**src/kcvf_pkg.sv**
```systemverilog
// Package for the constant-velocity Kalman filter unit.
// Holds data widths, fixed-point constants and register indexes; no dependencies.
package kcvf_pkg;
  localparam int DW = 32;
  localparam int FB = 16;
  localparam int MAX_H = 16;
  localparam int HW = 5;
  localparam int CFG_W = 31;
  localparam logic signed [DW-1:0] VMAX = {1'b0, {(DW-1){1'b1}}};
  localparam logic signed [DW-1:0] VMIN = {1'b1, {(DW-1){1'b0}}};
  localparam logic signed [DW-1:0] ONE = DW'(1) <<< FB;

  localparam logic [1:0] REG_Q_POS = 2'd0;
  localparam logic [1:0] REG_Q_VEL = 2'd1;
  localparam logic [1:0] REG_R_MEAS = 2'd2;
  localparam logic [1:0] REG_HORIZON = 2'd3;

  typedef logic signed [DW-1:0] data_t;

  function automatic data_t sat_add(input data_t a, input data_t b);
    logic signed [DW:0] s;
    s = {a[DW-1], a} + {b[DW-1], b};
    if (s[DW] != s[DW-1]) sat_add = s[DW] ? VMIN : VMAX;
    else sat_add = s[DW-1:0];
  endfunction

  function automatic data_t sat_sub(input data_t a, input data_t b);
    logic signed [DW:0] s;
    s = {a[DW-1], a} - {b[DW-1], b};
    if (s[DW] != s[DW-1]) sat_sub = s[DW] ? VMIN : VMAX;
    else sat_sub = s[DW-1:0];
  endfunction
endpackage

```
**src/kcvf_mul.sv**
```systemverilog
// Registered fixed-point multiplier: round to nearest, ties away, saturate.
// Depends on kcvf_pkg.
module kcvf_mul (
  input  logic           clk,
  input  kcvf_pkg::data_t a,
  input  kcvf_pkg::data_t b,
  output kcvf_pkg::data_t p
);
  logic neg;
  logic [kcvf_pkg::DW-1:0] ua, ub;
  logic [2*kcvf_pkg::DW-1:0] prod, rnd;
  logic [2*kcvf_pkg::DW-1:0] sh;
  logic [kcvf_pkg::DW-1:0] prod_neg_r;
  logic [2*kcvf_pkg::DW-1:0] prod_r;
  logic neg_r;

  always_comb begin
    neg = a[kcvf_pkg::DW-1] ^ b[kcvf_pkg::DW-1];
    ua = a[kcvf_pkg::DW-1] ? -a : a;
    ub = b[kcvf_pkg::DW-1] ? -b : b;
    prod = ua * ub;
  end

  always_ff @(posedge clk) begin
    prod_r <= prod;
    neg_r <= neg;
  end

  always_comb begin
    rnd = prod_r + ((2*kcvf_pkg::DW)'(1) << (kcvf_pkg::FB-1));
    sh = rnd >> kcvf_pkg::FB;
    prod_neg_r = '0;
    if (neg_r) begin
      if (sh > (2*kcvf_pkg::DW)'({1'b1, {(kcvf_pkg::DW-1){1'b0}}})) p = kcvf_pkg::VMIN;
      else begin
        prod_neg_r = sh[kcvf_pkg::DW-1:0];
        p = -prod_neg_r;
      end
    end else begin
      if (sh > (2*kcvf_pkg::DW)'(kcvf_pkg::VMAX)) p = kcvf_pkg::VMAX;
      else p = sh[kcvf_pkg::DW-1:0];
    end
  end
endmodule

```
**config.mk**
```make
export PLATFORM = sky130hd
export DESIGN_NAME = kcvf_mul
export DESIGN_NICKNAME = d
export VERILOG_FILES = /design/src/kcvf_pkg.sv /design/src/kcvf_mul.sv
export SDC_FILE = /design/constraint.sdc
export NUM_CORES = 2
export LEC_CHECK = 0
export ABC_AREA = 1
export BUFFER_PORTS_ARGS = -buffer_cell sky130_fd_sc_hd__buf_2
export CAP_MARGIN = 10
export CORE_MARGIN = 2
export CORE_UTILIZATION = 67
export DETAILED_ROUTE_END_ITERATION = 12
export PLACE_DENSITY_LB_ADDON = 0.15
export SLEW_MARGIN = 20
export SYNTH_ARGS = -nofsm -noshare
export SYNTH_HDL_FRONTEND = slang
export SYNTH_SLANG_ARGS = --single-unit
```
**constraint.sdc**
```tcl
create_clock -name clk -period 10.4 [get_ports clk]
set_input_delay 0 -clock clk [delete_from_list [all_inputs] [get_ports clk]]
set_output_delay 0 -clock clk [all_outputs]
set_load 0.01 [all_outputs]
```
* After elaboration in Yosys (flattened, before gate mapping)
Index checks and enable logic that the tools add are counted.
** Word-level totals
- Latch bits :: 0
- RAM bits :: 0
- Register bits after elaboration :: 65
- Memories :: 0
- ROM bits :: 0
- Output and inout bits :: 32
** Operators by class
- Multipliers :: 1
- Add/subtract/negate cells :: 4
- Multiplexer cells :: 5
- Magnitude comparators :: 2
- Equal/unequal tests :: 0
- Bitwise operators :: 1
- Divide/modulo/power cells :: 0
- Shift operators :: 0
- Reductions and logical operators :: 0
** Operators by type and width (count)
- 32-bit 2-to-1 mux :: 5
- 32-bit negation :: 3
- 64-bit by 16-bit adder with 64-bit output (second input constant) :: 1
- 32-bit by 32-bit multiplier with 64-bit output :: 1
- 48-bit by 31-bit > comparator with 1-bit output (second input constant) :: 1
- 48-bit by 32-bit > comparator with 1-bit output (second input constant) :: 1
- 1-bit XOR :: 1

* Longest topological paths before layout
- Word-level depth :: 4
- Depth in mapped cells :: 43
- Mapped depth without buffers :: 42

* Worst setup path after synthesis
Ideal clock, no wire load.
- Path type :: input port to flip-flop
- Start :: input a[0]
- End :: register prod_r[54] (netlist bit)
- Setup slack :: 2444 ps
- Cell stages on the path :: 36
- Arrival :: 7836 ps
- Cell sequence :: buf_2 clkinv_1 clkbuf_1 ha_1 nand3_1 inv_1 nand4_1 nor3_1 nand4_1 nand2_1 xor2_1 clkinv_1 clkbuf_1 nor2_1 fa_1 fa_1 inv_1 fa_1 fa_1 inv_1 fa_1 fa_1 fa_1 inv_1 fa_1 inv_1 ha_1 nand2_1 nor2_1 nor2_1 inv_1 a21oi_1 o21ai_0 a211oi_1 nand2_1 xor2_1
** On the way
- Cells in the longest elaborated chain, start to end :: 3
** RTL lines
- start, declared :: line kcvf_mul.sv:5 : input kcvf_pkg::data_t a,
- 32-bit negation :: line kcvf_mul.sv:19 : ua = a[kcvf_pkg::DW-1] ? -a : a;
- 32-bit 2-to-1 mux * :: line kcvf_mul.sv:19
- 32-bit by 32-bit multiplier with 64-bit output * :: line kcvf_mul.sv:21 : prod = ua * ub;
- net prod (one bit) :: line kcvf_mul.sv:11 : logic [2*kcvf_pkg::DW-1:0] prod, rnd;
- end signal, assigned :: line kcvf_mul.sv:25 : prod_r <= prod;
- end, declared :: line kcvf_mul.sv:14 : logic [2*kcvf_pkg::DW-1:0] prod_r;
Mark *: on every way through the listed nets, which the timed path passes. The rest lies on a longest branch.

* Worst setup path after layout
- Start :: input b[0]
- End :: register prod_r[44] (netlist bit)
** On the way
- Cells in the longest elaborated chain, start to end :: 3
** RTL lines
- start, declared :: line kcvf_mul.sv:6 : input kcvf_pkg::data_t b,
- 32-bit negation :: line kcvf_mul.sv:20 : ub = b[kcvf_pkg::DW-1] ? -b : b;
- 32-bit 2-to-1 mux * :: line kcvf_mul.sv:20
- 32-bit by 32-bit multiplier with 64-bit output * :: line kcvf_mul.sv:21
- net prod (one bit) :: line kcvf_mul.sv:11
Marked as above.

==> summary.md <==
| Metric | Value |
|---|---|
| Core area | `58700 sq um` |
| Minimum clock period | `9.70 ns` |
| Post_cts resized | `0` |
| Vias in the first global route | `37.9k` |
| Mapped cell area | `39600 sq um` |
| Synth Flop Type | `dfxtp_1` |
| Clock root cell | `clkbuf_16` |
| First-pass GRT wire length | `219000 um` |
| Register area share after synthesis | `2.53%` |
| Unrepaired setup endpoints after global routing | `no` |
| Most used cell, CP | `fa_1` |
| Unique masters post-synth | `54` |
| Fin crit share | `93.3%` |
| Initial antenna violation count | `5` |
| Iter 0 DRT Violations | `3766` |
| Starting Density | `67.4%` |
| Worst-path fanout max | `21` |
| GP Congestion | `1.08` |
| Hold_sp | `b[31]` |
| Max Cap Viol | `0` |
| Die Y | `247 um` |
| Required @ worst endpoint | `10.58 ns` |
| Largest net degree at the start of global routing | `39` |
| Final-report max-slew violation count | `0` |
| Max frequency | `103 MHz` |
| Avg Vias per Cell | `5.92` |
| Die X | `247 um` |
| Cts hold-fix bufs | `0` |
| Synthesis Warnings | `0` |
| Synthesized area per cell | `7.40 sq um` |
| Routed vias | `36.4k` |
| Routed WL | `143000 um` |
| Slowest Stage Delay on Critical Path | `0.59 ns` |
| PortBufs | `96` |
| Share of layout cells above drive strength 1 | `5.71%` |
| Run status | `complete, no violations` |
| Slowest cell on the critical path | `xor2_1` |
| Clock Path Buffers | `2` |
| Area after DPL | `41100 sq um` |
| TritonRoute pass-1 iters | `6` |
| Asr flop ratio synth | `0%` |
| Hold Crit Class | `input port to register` |
| Die area | `61000 sq um` |
| Tightest Pin Transition | `1.17 ns` |
| WL/cell | `23.3 um` |
| Final Instance Area | `41300 sq um` |
| CTS tree | `built` |
| CP arrival | `9.89 ns` |
| Io pins | `97` |
| Hold Slack | `0.521 ns` |
| Final net count | `6597` |
| Area grow syn2layout | `4.33%` |
| Total gr overflow | `0` |
| Final HPWL DP | `115000 um` |
| Rel. slew slack | `22.0%` |
| Post-DRT Antenna Nets | `0` |
| Clock sinks | `50` |
| EDFF count, synth | `0` |
| Final setup fails | `0` |
| Mapped Cells | `5345` |
| Worst Setup SP | `b[0]` |
| Post-synth net total | `6570` |
| CTS clk-pin slew, worst paths | `0.08 ns` |
| Crit end category | `register` |
| Setup TNS | `0 ns` |
| Htree depth | `2` |
| Worst Setup Start Kind | `input port` |
| Crit path to | `prod_r[44]` |
| Gr usage total | `48.9%` |
| Residual DRC | `0` |
| Final hold violations | `0` |
| Seq cells post-synth | `50` |
| Setup Fix Bufs, Post-CTS | `0` |
| # rows | `89` |
| WS Path Type | `input port to register` |
| Number of buffers created by CTS | `5` |
==> placed cells by master, fill, tap and decap left out, types with 4 or more instances in the layout <==
cell       instances
xnor2_1           14
a31oi_1            9
dfxtp_1           50
buf_4            106
nor4_1            13
o21a_1             8
nand3b_1           8
nand4_1           58
nor3_1            28
clkbuf_16          5
nand3_1          142
nor2_4            11
inv_1           1282
ha_1             265
a21o_1             8
inv_2             13
o21ai_2           14
diode_2            5
or2_2             11
clkinv_1          18
o21ai_1           30
fa_1             895
nand2_4            7
nand2_2           13
nand2_1         1173
nor2_2             8
o21ai_0           83
xor2_2             4
xor2_1            64
nor2_1           790
o21bai_1          12
or3_1              7
a21oi_1           90
buf_2             96
==> logic make-up (layout without fill, tap and decap cells) <==
family                   Yosys count  in the layout  share of synthesized area [%]
AO/OA/AOI/OAI                    271            271                           3.87
AND/OR/NAND/NOR                 2285           2285                           23.7
other                              0              5                              0
flip-flops                        50             50                           2.53
XOR/XNOR                          82             82                           1.82
buffers and inverters           1497           1525                           14.4
adder cells (fa/ha/maj)         1160           1160                           53.7
==> registers in the layout, indices dropped and copies added, names as in the netlist <==
register	count
prod_r	49
neg_r	1
==> layer usage <==
metal	GRT usage, %	vias up	part of all wire, %
li1	-	15600	-
met1	58.5	17500	34
met2	73.2	2606	42
met3	18.6	750	15
met4	33.4	2	8.9
met5	0	-	0.0077
==> cells in the mapped netlist (all sizes together) (11+ instances only) <==
master / instances / share of area (%)
nor4: 14 / 0.24
clkinv: 19 / 0.18
inv: 1295 / 12
dfxtp: 50 / 2.5
nand2: 1193 / 12
nor2: 812 / 8.1
ha: 265 / 8.4
fa: 895 / 45
buf: 41 / 0.58
nor3: 31 / 0.43
nand4: 59 / 0.97
xnor2: 14 / 0.31
o21bai: 12 / 0.23
clkbuf: 142 / 1.3
or2: 11 / 0.17
a21oi: 90 / 1.1
o21ai: 127 / 1.7
xor2: 68 / 1.5
nand3: 147 / 2.0
==> through the flow <==
| stage | cells | setup WS [ns] | util, % |
|---|---|---|---|
| after global routing | 6146 | 0.410 | 70.3 |
| final | 6151 | 0.697 | 70.3 |
| after detailed placement | 6138 | 0.627 | 70.0 |
| after floorplan | 5345 | 2.44 | - |
| after CTS | 6146 | 0.932 | 70.3 |
| after global placement | 6138 | 0.621 | 70.0 |
==> worst max-delay path: cells and delay by family <==
kind | cells | cell delay [ns]
adder cells (fa/ha/maj) | 10 | 4.67
buffers and inverters | 12 | 2.07
AND/OR/NAND/NOR | 10 | 1.59
AO/OA/AOI/OAI | 4 | 0.76
XOR/XNOR | 2 | 0.74
==> final cells by class <==
| cell class | instances | area [sq um] |
|---|---|---|
| timing repair buffer | 203 | 1300 |
| fill | 4999 | 17400 |
| inverter | 1314 | 4930 |
| antenna | 5 | 12.5 |
| multi-input combinational | 3798 | 32900 |
| tap | 773 | 967 |
| clock buffer | 5 | 125 |
| clock inverter | 3 | 28.8 |
| sequential | 50 | 1000 |
==> worst min path at each step <==
stage,endpoint,slack (ns),depth (start not counted)
6_report,neg_r,0.52,2
5_1_grt,neg_r,0.55,2
4_1_cts,neg_r,0.49,2
3_5_place_dp,p[0],0.77,4
3_3_place_gp,p[25],0.77,4
2_1_floorplan,p[0],0.51,2
Power is not shown: default switching activity piles up to over one toggle a cycle in this logic, so the estimate is an artifact.
