<file path="config.mk">
export PLATFORM = sky130hd
export DESIGN_NAME = kcvf_div
export DESIGN_NICKNAME = d
export VERILOG_FILES = /design/src/kcvf_pkg.sv /design/src/kcvf_div.sv
export SDC_FILE = /design/constraint.sdc
export NUM_CORES = 1
export LEC_CHECK = 0
export ABC_CLOCK_PERIOD_IN_PS = 12400
export BUFFER_PORTS_ARGS = -buffer_cell sky130_fd_sc_hd__buf_2
export CAP_MARGIN = 20
export CORE_ASPECT_RATIO = 0.5
export CORE_UTILIZATION = 30
export DETAILED_ROUTE_END_ITERATION = 10
export GPL_ROUTABILITY_DRIVEN = 0
export PLACE_DENSITY = 0.49
export SYNTH_ARGS = -nofsm -noshare
export SYNTH_HDL_FRONTEND = slang
export SYNTH_SLANG_ARGS = --single-unit
</file>
<file path="constraint.sdc">
create_clock -name clk -period 12.4 [get_ports clk]
set_input_delay 0.62 -clock clk [delete_from_list [all_inputs] [get_ports clk]]
set_output_delay 0.62 -clock clk [all_outputs]
set_load 0.05 [all_outputs]
</file>
<file path="src/kcvf_pkg.sv">
// Package for the constant-velocity Kalman filter unit.
// Holds data widths, fixed-point constants and register indexes; no dependencies.
package kcvf_pkg;
  localparam int DW = 32;
  localparam int FB = 16;
  localparam int MAX_H = 16;
  localparam int HW = 5;
  localparam int CFG_W = 31;
  localparam logic signed [DW-1:0] VMAX = {1'b0, {(DW-1){1'b1}}};
  localparam logic signed [DW-1:0] VMIN = {1'b1, {(DW-1){1'b0}}};
  localparam logic signed [DW-1:0] ONE = DW'(1) <<< FB;

  localparam logic [1:0] REG_Q_POS = 2'd0;
  localparam logic [1:0] REG_Q_VEL = 2'd1;
  localparam logic [1:0] REG_R_MEAS = 2'd2;
  localparam logic [1:0] REG_HORIZON = 2'd3;

  typedef logic signed [DW-1:0] data_t;

  function automatic data_t sat_add(input data_t a, input data_t b);
    logic signed [DW:0] s;
    s = {a[DW-1], a} + {b[DW-1], b};
    if (s[DW] != s[DW-1]) sat_add = s[DW] ? VMIN : VMAX;
    else sat_add = s[DW-1:0];
  endfunction

  function automatic data_t sat_sub(input data_t a, input data_t b);
    logic signed [DW:0] s;
    s = {a[DW-1], a} - {b[DW-1], b};
    if (s[DW] != s[DW-1]) sat_sub = s[DW] ? VMIN : VMAX;
    else sat_sub = s[DW-1:0];
  endfunction
endpackage

</file>
<file path="src/kcvf_div.sv">
// Restoring serial divider: (num << FB) / den, truncated, saturated; one bit a cycle.
// Depends on kcvf_pkg.
module kcvf_div (
  input  logic            clk,
  input  logic            rst,
  input  logic            start,
  input  kcvf_pkg::data_t num,
  input  kcvf_pkg::data_t den,
  output logic            done,
  output kcvf_pkg::data_t quo
);
  localparam int NB = kcvf_pkg::DW + kcvf_pkg::FB;
  localparam int CW = $clog2(NB + 1);
  logic [NB-1:0] dividend;
  logic [kcvf_pkg::DW:0] rem;
  logic [NB-1:0] q;
  logic [kcvf_pkg::DW-1:0] d;
  logic neg, busy;
  logic [CW-1:0] cnt;
  logic [kcvf_pkg::DW:0] trial;
  logic [kcvf_pkg::DW-1:0] qn;

  always_comb begin
    trial = {rem[kcvf_pkg::DW-1:0], dividend[NB-1]};
    qn = q[kcvf_pkg::DW-1:0];
    if (neg) begin
      if (q > NB'({1'b1, {(kcvf_pkg::DW-1){1'b0}}})) quo = kcvf_pkg::VMIN;
      else quo = -qn;
    end else begin
      if (q > NB'(kcvf_pkg::VMAX)) quo = kcvf_pkg::VMAX;
      else quo = qn;
    end
  end

  always_ff @(posedge clk) begin
    if (rst) begin
      busy <= 1'b0;
      done <= 1'b0;
      cnt <= '0;
    end else begin
      done <= 1'b0;
      if (start) begin
        busy <= 1'b1;
        cnt <= CW'(NB);
        neg <= num[kcvf_pkg::DW-1];
        dividend <= {(num[kcvf_pkg::DW-1] ? -num : num), {kcvf_pkg::FB{1'b0}}};
        d <= den;
        rem <= '0;
        q <= '0;
      end else if (busy) begin
        dividend <= dividend << 1;
        if (trial >= {1'b0, d}) begin
          rem <= trial - {1'b0, d};
          q <= {q[NB-2:0], 1'b1};
        end else begin
          rem <= trial;
          q <= {q[NB-2:0], 1'b0};
        end
        cnt <= cnt - CW'(1);
        if (cnt == CW'(1)) begin
          busy <= 1'b0;
          done <= 1'b1;
        end
      end
    end
  end
endmodule

</file>
## After elaboration in Yosys (flattened, before gate mapping)

Index checks and enable logic that the tools add are counted.

- Bitwise logic cells: 2
- Order comparisons: 3
- Reduce and logical (&&, ||, !) cells: 5
- Equality and inequality tests: 1
- Add/sub/neg operators: 4
- Mux-type cells: 16

Operators by type and width:

| kind | count |
|---|---|
| $mux W32 | 6 |
| $mux W48 | 3 |
| $neg A32 Y32 | 2 |
| $gt A48 B31 Y1 const B | 1 |
| $gt A48 B32 Y1 const B | 1 |
| $ge A33 B32 Y1 | 1 |
| $sub A32 B32 Y32 | 1 |
| $mux W6 | 2 |
| $eq A6 B1 Y1 const B | 1 |
| $sub A6 B1 Y6 const B | 1 |
| $mux W1 | 5 |
| $reduce_and A2 Y1 | 2 |
| $reduce_or A3 Y1 | 1 |
| $not A1 Y1 | 2 |
| $reduce_bool A2 Y1 | 1 |
| $reduce_or A2 Y1 | 1 |

- Output and inout port bits: 33
- Word-level logic and storage cells: 41
- Input port bits: 67
- Register bits after elaboration: 168

## Logic depth before layout (Yosys ltp)

Gate-level depths: netlist (run 1).

- Depth after elaboration: 4
- Mapped depth: 14
- Gate-level depth less buffers: 12

## Worst setup path after synthesis (run 1)

No wires, ideal clock.

- Path kind: input-to-reg
- Start: input port start
- End: register dividend[16] (enable)
- Setup slack: 5.962 ns
- Buffers on the path: 2
- Stages: 4
- Library setup time: 0.585 ns
- Arrival: 5.853 ns
- Data required time: 11.815 ns
- Path through: clkbuf_1 -> clkbuf_1 -> nor2_1 -> nor2_1

- Longest elaborated chain between the ends: 2

Ends and longest elaborated chain:

| what | line | RTL |
|---|---|---|
| start: declaration | kcvf_div.sv:6 | `input logic start,` |
| $reduce_bool A2 Y1 (no line) | - |  |
| $reduce_and A2 Y1 (no line) | - |  |
| end signal: assignment | kcvf_div.sv:46 | `dividend <= {(num[kcvf_pkg::DW-1] ? -num : num), {kcvf_pkg::FB{1'b0}}};` |
| end signal: assignment | kcvf_div.sv:51 | `dividend <= dividend << 1;` |
| end: declaration | kcvf_div.sv:14 | `logic [NB-1:0] dividend;` |

No other way between the ends.
A chain may end at the register's enable or synchronous reset.

## Final worst setup path (run 1)

- Start: register q[0]
- End: output port quo[13]

- Longest elaborated chain between the ends: 3
- Elaborated cells on any way between the ends: 6
- Those cells by class: add/sub: 1; order compare: 2; mux: 3

Ends and longest elaborated chain:

| what | line | RTL |
|---|---|---|
| start: declaration | kcvf_div.sv:16 | `logic [NB-1:0] q;` |
| start signal: assignment | kcvf_div.sv:54 | `q <= {q[NB-2:0], 1'b1};` |
| start signal: assignment | kcvf_div.sv:57 | `q <= {q[NB-2:0], 1'b0};` |
| $gt A48 B31 Y1, or another cell as far along | kcvf_div.sv:30 | `if (q > NB'(kcvf_pkg::VMAX)) quo = kcvf_pkg::VMAX;` |
| $mux W32 (on tied branches) | kcvf_div.sv:30, kcvf_div.sv:27 |  |
| $mux W32 (*) | kcvf_div.sv:26 | `if (neg) begin` |
| end: declaration | kcvf_div.sv:10 | `output kcvf_pkg::data_t quo` |

Mark *: on every way between the ends. The rest lies on a longest branch, timed or not.

==> flow_summary.yaml, run 1 <==
sta:
  finalCriticalPeriod_ns: 5.02
  slew_viol_final: 0
  clock_skew_ns: 0.0106
  relSlewSlack: 0.326
  finalHoldViolCount: 0
  timing.final.crit_share: 0.405
  final.setup.worst_slack_ns: 7.38
  tightest_slew_ns: 1.01
  setup_violations: 0
  max_freq_ghz: 0.199
  rsz0062_at_grt: "no"
  tns_ns: 0
floorplan:
  die_area_um2: 31800
  start_util: 0.306
  fp.dieH_um: 127
  core_area_um2: 30500
  rows: 45
  io_pins: 100
  die_w_um: 251
global_route:
  grt_usage: 0.142
  grt_pass1_wl_um: 35800
  grt_busiest_layer: "met2"
  grt_use_met2: 0.218
  grt_max_degree: 84
  use_met1: 0.194
  grt_pass1_vias: 7008
  met3_usage: 0.0355
  grt_overflow: 0
  antenna_found_initial: 0
final_layout:
  diodes: 0
  num-nets-final: 1169
  multi_input_area_um2: 4440
  fill_cells: 3152
  final_cells: 1501
  fin_util: 0.357
  seq_area_um2: 4510
  final_cell_mix: "145 x edfxtp_1, 126 x nor2_1, 120 x a21oi_1, 98 x buf_2, 77 x nand2_1"
  syn2layout_area_growth_pct: 16.5
  final_common_cell: "edfxtp_1"
  drive_gt1_frac: 0.141
detailed_routing:
  avgViaCountPerCell: 4.91
  wire_per_inst_um: 14.7
  vias: 7376
  drt_iter0_drc: 484
  ant_nets: 0
  route.detailed.drc: 0
  dr.pass1.iters: 7
  drt-total-wl_um: 22100
worst_setup_path:
  arrival_ns: 4.40
  path_class: "reg2out"
  crit_fanout: 15
  start_kind: "register"
  end_kind: "output pin"
  required_ns: 11.78
clock_tree:
  cts-root-buf: "clkbuf_16"
  numCtsBuffers: 17
  h-tree-depth: 4
  cts_hold_buf: 0
  cts_setup_buffers: 0
  cts.sinks: 153
  path_clk_slew_ns: 0.07
  cts_tree: "yes"
  clk_path_buf_depth: 2
  cts_resized: 0
  clk_latency_ns: 0.45
pwr:
  power_mw: 1.49
  ir_worst_vdd_mv: 0.106
  leakagePower_nw: 4.14
  power_density_nw_per_um2: 137
placed_design:
  dp.cells: 1468
  dpl.hpwl_um: 15300
  place_ws_ns: 7.84
  portBuffers: 99
yosys:
  postSynthAreaPerCell_um2: 9.46
  ys.flop_type: "edfxtp_1"
  synth-edff-count: 145
  seq_area_frac_synth: 0.484
  postSynth.asyncResetShare: 0
  postSynthCellCount: 986
  synth_area_um2: 9330
  synth-seq-cells: 153
  synth_nets: 1090
  synthDistinctLibCells: 56
  synth_warnings: 0
outcome:
  status: "completed"
job:
  maxCapViolCount: 0
hold_path:
  hp-class: "in2reg"
[registers in the layout, indices dropped and copies added (netlist names)]
| register | cells |
|---|---|
| q | 48 |
| d | 32 |
| dividend | 32 |
| rem | 32 |
| cnt | 6 |
| busy | 1 |
| done | 1 |
| neg | 1 |
[cell usage after synthesis (10+ instances only)]
cell type / number / area share
inv_1: 58 / 0.023
nor2_1: 128 / 0.052
ha_1: 36 / 0.048
a31oi_1: 10 / 0.0067
nand2_1: 77 / 0.031
xor2_1: 39 / 0.037
nand4_1: 10 / 0.0067
o41ai_1: 11 / 0.010
nand3_1: 12 / 0.0064
clkbuf_1: 40 / 0.016
xnor2_1: 20 / 0.019
nor2b_1: 62 / 0.042
nor3_1: 29 / 0.016
a21o_1: 15 / 0.012
a21oi_1: 121 / 0.065
o31ai_1: 10 / 0.0081
o21ai_0: 42 / 0.023
edfxtp_1: 145 / 0.47
o311ai_0: 10 / 0.0094
[worst max-delay path, stage by stage (launching register included)]
cell      delay [ns]
edfxtp_1        0.39
inv_1           0.11
ha_1            0.24
or4b_2          0.65
and3b_1         0.38
nand4_1         0.17
nor3_1          0.34
and2_1          0.24
a31o_2          0.38
nand2_1         0.30
o311ai_0        0.43
buf_2           0.33
[area by class of cell]
type	count	area share
Sequential cell	153	0.415
Multi-Input combinational cell	728	0.409
Timing Repair Buffer	107	0.0525
Tap cell	423	0.0487
Clock buffer	23	0.0471
Inverter	58	0.0200
Clock inverter	9	0.00760
[power breakdown]
group | switching, mW | internal (mW) | leakage (nW)
clock network | 0.217 | 0.312 | 0.297
registers | 0.0232 | 0.616 | 1.46
logic | 0.201 | 0.119 | 2.38
[kinds of logic (layout without fill, tap and decap cells)]
kind of cell / Yosys count / count (layout) / share of synthesized area
xor+xnor: 59 / 59 / 0.0554
buf+inv: 105 / 197 / 0.0424
mux: 7 / 7 / 0.00751
simple gates: 369 / 369 / 0.194
fa+ha+maj: 37 / 37 / 0.0504
flops: 153 / 153 / 0.484
compound gates: 256 / 256 / 0.166
[worst paths after layout]
check / to / slack [ns] / depth (start not counted) / from
min: d[30]$_DFFE_PP_ / 0.35 / 1 / den[30]
max: quo[13] / 7.38 / 11 / q[0]$_SDFFCE_PP0P_
min reg2reg: cnt[1]$_SDFFE_PP0P_ / 0.52 / 2 / cnt[1]$_SDFFE_PP0P_
max reg2reg: rem[30]$_SDFFCE_PP0P_ / 8.30 / 12 / dividend[47]$_DFFE_PP_
[per-layer routing]
layer,up-vias,wire length [um]
met2,115,9770
met5,-,0
met3,32,833
li1,3715,-
met4,0,463
met1,3514,11100
[metrics by stage]
stage,cell area (um2),hold slack (ns)
5_1_grt,10900,0.324
6_report,10900,0.349
2_1_floorplan,9330,0.477
3_3_place_gp,10300,0.499
3_5_place_dp,10300,0.508
4_1_cts,10800,0.322
Note: power is estimated with default switching activity, not from simulation.
==> inputs of run 2 (changes only) <==
--- a/config.mk
+++ b/config.mk
@@ -5,14 +5,15 @@
 export SDC_FILE = /design/constraint.sdc
 export NUM_CORES = 1
 export LEC_CHECK = 0
-export ABC_CLOCK_PERIOD_IN_PS = 12400
+export ABC_AREA = 1
+export ABC_CLOCK_PERIOD_IN_PS = 4100
 export BUFFER_PORTS_ARGS = -buffer_cell sky130_fd_sc_hd__buf_2
 export CAP_MARGIN = 20
 export CORE_ASPECT_RATIO = 0.5
 export CORE_UTILIZATION = 30
 export DETAILED_ROUTE_END_ITERATION = 10
 export GPL_ROUTABILITY_DRIVEN = 0
-export PLACE_DENSITY = 0.49
+export PLACE_DENSITY = 0.51
 export SYNTH_ARGS = -nofsm -noshare
 export SYNTH_HDL_FRONTEND = slang
 export SYNTH_SLANG_ARGS = --single-unit
==> constraint.sdc (replaced) <==
create_clock -name clk -period 4.1 [get_ports clk]
set_input_delay 0.205 -clock clk [delete_from_list [all_inputs] [get_ports clk]]
set_output_delay 0.205 -clock clk [all_outputs]
set_load 0.05 [all_outputs]
==> run 2 against run 1 <==
Effect of this change: synthesized cell count is 51% higher; wire length is 31% higher; sequential share of layout area decreased by 6.3 points; clock power grew to 3.2 times the previous value; count of clock-buffer cells in the layout down 3; largest power group unchanged; first-iteration DRC count increased by 24%.
==> flow_summary.yaml, run 2 <==
pwr:
  power_density_nw_per_um2: 399
  ir_worst_vdd_mv: 0.262
  leakagePower_nw: 6.21
placed_design:
  portBuffers: 99
  dp.cells: 2030
  dpl.hpwl_um: 21400
  post_dp_cell_area_um2: 11900
hold_path:
  min_to: "dividend[16]$_SDFFCE_PN0P_"
  hp-class: "in2reg"
  min_path_cells: 3
  hold_path.startpoint: "num[0]"
global_route:
  grt_usage: 0.161
  grt_pass1_wl_um: 46500
  grt_max_degree: 80
  grt_pass1_vias: 9056
  grt_overflow: 0
  antenna_found_initial: 0
yosys:
  synth_nets: 1588
  synth_top_family_by_area: "simple AND/OR/NAND/NOR gates"
  synth-edff-count: 145
  synth-compound-area-share: 0.0621
  yosys-top-cells-count: "397 x nand2_1, 261 x inv_1, 211 x nor2_1"
  postSynthCellCount: 1484
  postSynthAreaPerCell_um2: 7.36
  yosys-top-cells-area: "edfxtp_1 40%, nand2_1 14%, inv_1 9.0%"
  synth-simple-area-share: 0.316
  synth-seq-cells: 153
  synthMuxAreaShare: 0
  synth_warnings: 0
  synthDistinctLibCells: 45
  synth_top_cell_area_share: 0.399
  seq_area_frac_synth: 0.414
  synthAdderAreaFrac: 0.0431
  postSynth.asyncResetShare: 0
  post-synth-top-count-cell: "nand2_1"
  ys.flop_type: "edfxtp_1"
  synth_area_um2: 10900
  synthXorXnorAreaFrac: 0.0522
  yosys.area.top_type: "edfxtp_1"
detailed_routing:
  vias: 9421
  avgViaCountPerCell: 4.50
  dr.pass1.iters: 4
  drt-total-wl_um: 29000
  ant_nets: 0
  drt_iter0_drc: 601
  route.detailed.drc: 0
  wire_per_inst_um: 13.8
final_layout:
  drive_gt1_frac: 0.125
  final_common_cell: "nand2_1"
  largest_register: "q"
  num-nets-final: 1710
  fill_cells: 3758
  largest_register_ffs: 48
  syn2layout_area_growth_pct: 17.4
  fin_area_um2: 12800
  diodes: 0
  final_cells: 2094
  final_cell_mix: "396 x nand2_1, 261 x inv_1, 210 x nor2_1, 145 x edfxtp_1, 99 x buf_2"
worst_setup_path:
  rr_startpoint: "rem[27]$_SDFFCE_PP0P_"
  r2r_cells: 11
  slowest_delay_ns: 0.39
  ff2ff_setup_slack_ns: 1.50
  start_kind: "register"
  crit_start: "q[1]$_SDFFCE_PP0P_"
  path_class: "reg2out"
  critical_path.top_delay_family: "simple AND/OR/NAND/NOR gates"
  required_ns: 3.89
  cp_num_buf_inv: 3
  r2r_end: "rem[14]$_SDFFCE_PP0P_"
  end_kind: "output pin"
  crit_fanout: 27
  arrival_ns: 2.97
  slowest_stage: "edfxtp_1"
  cp_cell_sequence: "inv_1 -> ha_1 -> nand3_1 -> nor2_2 -> nand2_1 -> nor2_1 -> o21ai_1 -> inv_2 -> nand2_4 -> o21ai_0 -> buf_2"
sta:
  rsz0062_at_grt: "no"
  relSlewSlack: 0.286
  tns_ns: 0
  finalHoldViolCount: 0
  slew_viol_final: 0
  max_freq_ghz: 0.315
  clock_skew_ns: 0.0101
  tightest_slew_ns: 1.07
  finalCriticalPeriod_ns: 3.18
  setup_violations: 0
  timing.final.crit_share: 0.775
clock_tree:
  clk_latency_ns: 0.45
  cts-root-buf: "clkbuf_16"
  cts.sinks: 153
  clk_path_buf_depth: 2
  cts_tree: "yes"
  h-tree-depth: 4
  numCtsBuffers: 17
  path_clk_slew_ns: 0.07
  cts_setup_buffers: 0
floorplan:
  start_util: 0.311
  die_area_um2: 37200
  core_area_um2: 35100
  io_pins: 100
  die_w_um: 272
  fp.dieH_um: 137
  rows: 48
job:
  maxCapViolCount: 0
outcome:
  status: "completed"
[run 2: changes by cell type after synthesis, moves of 15 or more]
cell	previous run	this run
a21o_1	15	0
a21oi_1	121	15
clkbuf_1	40	18
inv_1	58	261
nand2_1	77	397
nand3_1	12	68
nand3b_1	1	23
nor2_1	128	211
nor2_2	0	20
nor2b_1	62	0
o21ai_0	42	74
o21ai_1	1	23
xnor2_1	20	5
xor2_1	39	60
[run 2: cell type report]
class	instances	area, um2	area share
Multi-Input combinational cell	1021	5180	0.404
Sequential cell	153	4510	0.352
Inverter	276	1040	0.0808
Timing Repair Buffer	137	873	0.0681
Tap cell	475	594	0.0464
Clock buffer	20	500	0.0391
Clock inverter	12	116	0.00908
[run 2: worst max path at each step]
stage	to	slack [ns]	depth (start not counted)
2_1_floorplan	dividend[16]$_SDFFCE_PN0P_	0.47	6
3_3_place_gp	quo[21]	1.36	11
3_5_place_dp	quo[21]	1.42	11
4_1_cts	quo[21]	0.89	11
5_1_grt	quo[21]	0.71	11
6_report	quo[21]	0.92	11
[run 2: logic make-up (layout without fill, tap and decap cells)]
family          after synthesis  in the layout
simple gates                791            791
buf+inv                     310            445
flops                       153            153
compound gates              128            128
xor+xnor                     65             65
fa+ha+maj                    37             37
[run 2: per-stage QoR]
stage               hold WS [ns]  worst slack, ns  total power [mW]   util
CTS                      0.00621            0.885              5.18  0.365
floorplan                  0.304            0.467              3.09      -
global route              0.0300            0.715              5.44  0.365
finish                    0.0300            0.924              5.11  0.365
global placement           0.381             1.36              3.46  0.338
detailed placement         0.383             1.42              3.46  0.338
[run 2: worst reg2reg max path, delay by kind of cell (launching register included)]
kind,cells,cell delay (ns)
DFF,1,0.40
and+or+nand+nor,9,1.31
adders and majority gates,1,0.40
buffers and inverters,1,0.35
[run 2: report_power, final]
group | switching [mW] | internal, mW
clock | 0.754 | 0.913
combinational | 0.978 | 0.484
sequential | 0.0797 | 1.91
total | 1.81 | 3.30
[run 2: routing by layer]
metal / vias to the layer above / share of wire / track usage
met3: 30 / 0.030 / 0.0316
li1: 4917 / - / -
met1: 4348 / 0.48 / 0.201
met5: - / 0 / 0
met4: 0 / 0.017 / 0.0487
met2: 126 / 0.48 / 0.280
[run 2: timing repair]
| action | CTS | global route |
|---|---|---|
| hold buffers | 32 | 0 |
| gates resized for setup | 0 | 0 |
| endpoints found under the hold margin | 32 | 0 |
==> inputs of run 3 (changes only) <==
--- a/config.mk
+++ b/config.mk
@@ -5,15 +5,15 @@
 export SDC_FILE = /design/constraint.sdc
 export NUM_CORES = 1
 export LEC_CHECK = 0
-export ABC_AREA = 1
-export ABC_CLOCK_PERIOD_IN_PS = 4100
+export ABC_AREA = 0
+export ABC_CLOCK_PERIOD_IN_PS = 2960
 export BUFFER_PORTS_ARGS = -buffer_cell sky130_fd_sc_hd__buf_2
 export CAP_MARGIN = 20
 export CORE_ASPECT_RATIO = 0.5
 export CORE_UTILIZATION = 30
 export DETAILED_ROUTE_END_ITERATION = 10
 export GPL_ROUTABILITY_DRIVEN = 0
-export PLACE_DENSITY = 0.51
+export PLACE_DENSITY = 0.49
 export SYNTH_ARGS = -nofsm -noshare
 export SYNTH_HDL_FRONTEND = slang
 export SYNTH_SLANG_ARGS = --single-unit
==> constraint.sdc (replaced) <==
create_clock -name clk -period 2.96 [get_ports clk]
set_input_delay 0.148 -clock clk [delete_from_list [all_inputs] [get_ports clk]]
set_output_delay 0.148 -clock clk [all_outputs]
set_load 0.05 [all_outputs]
==> run 3 against run 2 <==
Effect of this change: the flow now finishes with violations (setup timing); critical endpoint is now quo[31]; wire length shrank 13%; critical path type unchanged; power grew 32%; first-iteration DRC count shrank 37%; count of clock-buffer cells in the layout grew 2; combinational power grew 29%; register-to-register slack lost 1.5 ns; clock skew shrank 0.0026 ns; largest cell class unchanged.
==> flow_summary.yaml, run 3 (synthesis gave the netlist of run 1 again) <==
outcome:
  status: "complete, but fails checks"
  violations: "setup timing"
worst_setup_path:
  critPathMostFrequentCell: "or4_4"
  end_kind: "output pin"
  required_ns: 2.81
  ff2ff_setup_slack_ns: 0.03
  r2r_end: "rem[30]$_SDFFCE_PP0P_"
  crit_fanout: 3
  cp_cell_sequence: "or4_4 -> or3_4 -> or4_4 -> or3_4 -> or4_4 -> buf_12 -> nor4_4 -> xor2_1 -> a21boi_4 -> buf_6"
  slowest_stage: "or4_4"
  path_class: "reg2out"
  r2r_cells: 13
  arrival_ns: 3.76
  cp_num_buf_inv: 2
  slowest_delay_ns: 0.55
  rr_startpoint: "dividend[47]$_DFFE_PP_"
  crit_start: "q[14]$_SDFFCE_PP0P_"
  start_kind: "register"
  critical_path.top_delay_family: "simple AND/OR/NAND/NOR gates"
sta:
  final.setup.worst_slack_ns: -0.953
  tightest_slew_ns: 0.717
  clock_skew_ns: 0.00753
  finalCriticalPeriod_ns: 3.91
  setup_violations: 32
  rsz0062_at_grt: "yes"
  hold_ws_ns: 0.0507
  max_freq_ghz: 0.256
  relSlewSlack: 0.522
  tns_ns: -16.99
  finalHoldViolCount: 0
  slew_viol_final: 0
  timing.final.crit_share: 1.32
final_layout:
  drive_gt1_frac: 0.331
  largest_register: "q"
  num-nets-final: 1349
  diodes: 0
  final_cell_mix: "145 x edfxtp_1, 129 x buf_4, 125 x nor2_1, 98 x a21oi_1, 66 x buf_2"
  syn2layout_area_growth_pct: 46.2
  final_cells: 1681
  largest_register_ffs: 48
  fill_cells: 2965
  final_common_cell: "edfxtp_1"
  fin_util: 0.448
  fin_area_um2: 13600
global_route:
  grt_max_degree: 69
  use_met1: 0.217
  grt_busiest_layer: "met2"
  met3_usage: 0.0367
  grt_usage: 0.162
  grt_overflow: 0
  grt_pass1_wl_um: 41200
  grt_use_met2: 0.266
  antenna_found_initial: 0
  grt_pass1_vias: 8168
pwr:
  power_mw: 6.75
  ir_worst_vdd_mv: 0.416
  leakagePower_nw: 5.41
  power_density_nw_per_um2: 495
detailed_routing:
  drt-total-wl_um: 25300
  drt_iter0_drc: 379
  ant_nets: 0
  avgViaCountPerCell: 4.82
  route.detailed.drc: 0
  wire_per_inst_um: 15.0
  dr.pass1.iters: 4
  vias: 8104
hold_path:
  hold_path.startpoint: "rst"
  hp-class: "in2reg"
  min_path_cells: 2
  min_to: "cnt[3]$_SDFFE_PP0P_"
clock_tree:
  numCtsBuffers: 17
  cts_tree: "yes"
  h-tree-depth: 4
  path_clk_slew_ns: 0.07
  cts-root-buf: "clkbuf_16"
  cts.sinks: 153
  clk_path_buf_depth: 2
  clk_latency_ns: 0.45
placed_design:
  dpl.hpwl_um: 17300
  portBuffers: 99
  post_dp_cell_area_um2: 11400
  place_ws_ns: -0.585
  dp.cells: 1576
floorplan:
  fp.dieH_um: 127
  die_area_um2: 31800
  start_util: 0.306
  rows: 45
  io_pins: 100
  core_area_um2: 30500
  die_w_um: 251
job:
  maxCapViolCount: 0
-- run 3: cell types whose count changed in the layout (fill, tap and decap cells not counted), sizes merged, moves of 21 or more --
| cell | change |
|---|---|
| nand2 | -332 |
| nand3 | -64 |
| xor2 | -21 |
| nor2b | +62 |
| o21ai | -55 |
| nand3b | -22 |
| a21oi | +105 |
| buf | +149 |
| nor2 | -105 |
| inv | -218 |
-- run 3: layer usage --
metal,up-vias,routed length (um)
met5,-,0
met4,0,228
met3,17,597
met2,79,12000
met1,3918,12500
li1,4090,-
-- run 3: worst max-delay path by stage --
stage | end | slack (ns) | depth (start not counted)
2_1_floorplan | quo[27] | -0.78 | 11
3_3_place_gp | quo[27] | -0.55 | 10
6_report | quo[31] | -0.95 | 10
5_1_grt | quo[27] | -1.08 | 10
4_1_cts | quo[27] | -0.98 | 10
3_5_place_dp | quo[27] | -0.59 | 10
-- run 3: layout make-up --
class,instances,area [um2],area share
tap,423,529,0.0388
inverter,58,220,0.0161
timing repair buffer,287,2450,0.179
sequential,153,4510,0.331
clock inverter,10,71.3,0.00523
multi-input combinational,728,5340,0.391
clock buffer,22,518,0.0380
-- run 3: report_power, final --
| group | total, mW | switching, mW | internal (mW) |
|---|---|---|---|
| Sequential | 2.67 | 0.0948 | 2.58 |
| Clock | 2.20 | 0.945 | 1.26 |
| Combinational | 1.88 | 1.01 | 0.866 |
-- run 3: what timing repair did --
action                     4_1_cts  5_1_grt
setup buffers                   30       11
pin swaps                       39       42
hold endpoints to repair        32        0
setup endpoints to repair       60       61
hold buffers                    32        0
cloned                           2        0
resized for setup              162       66
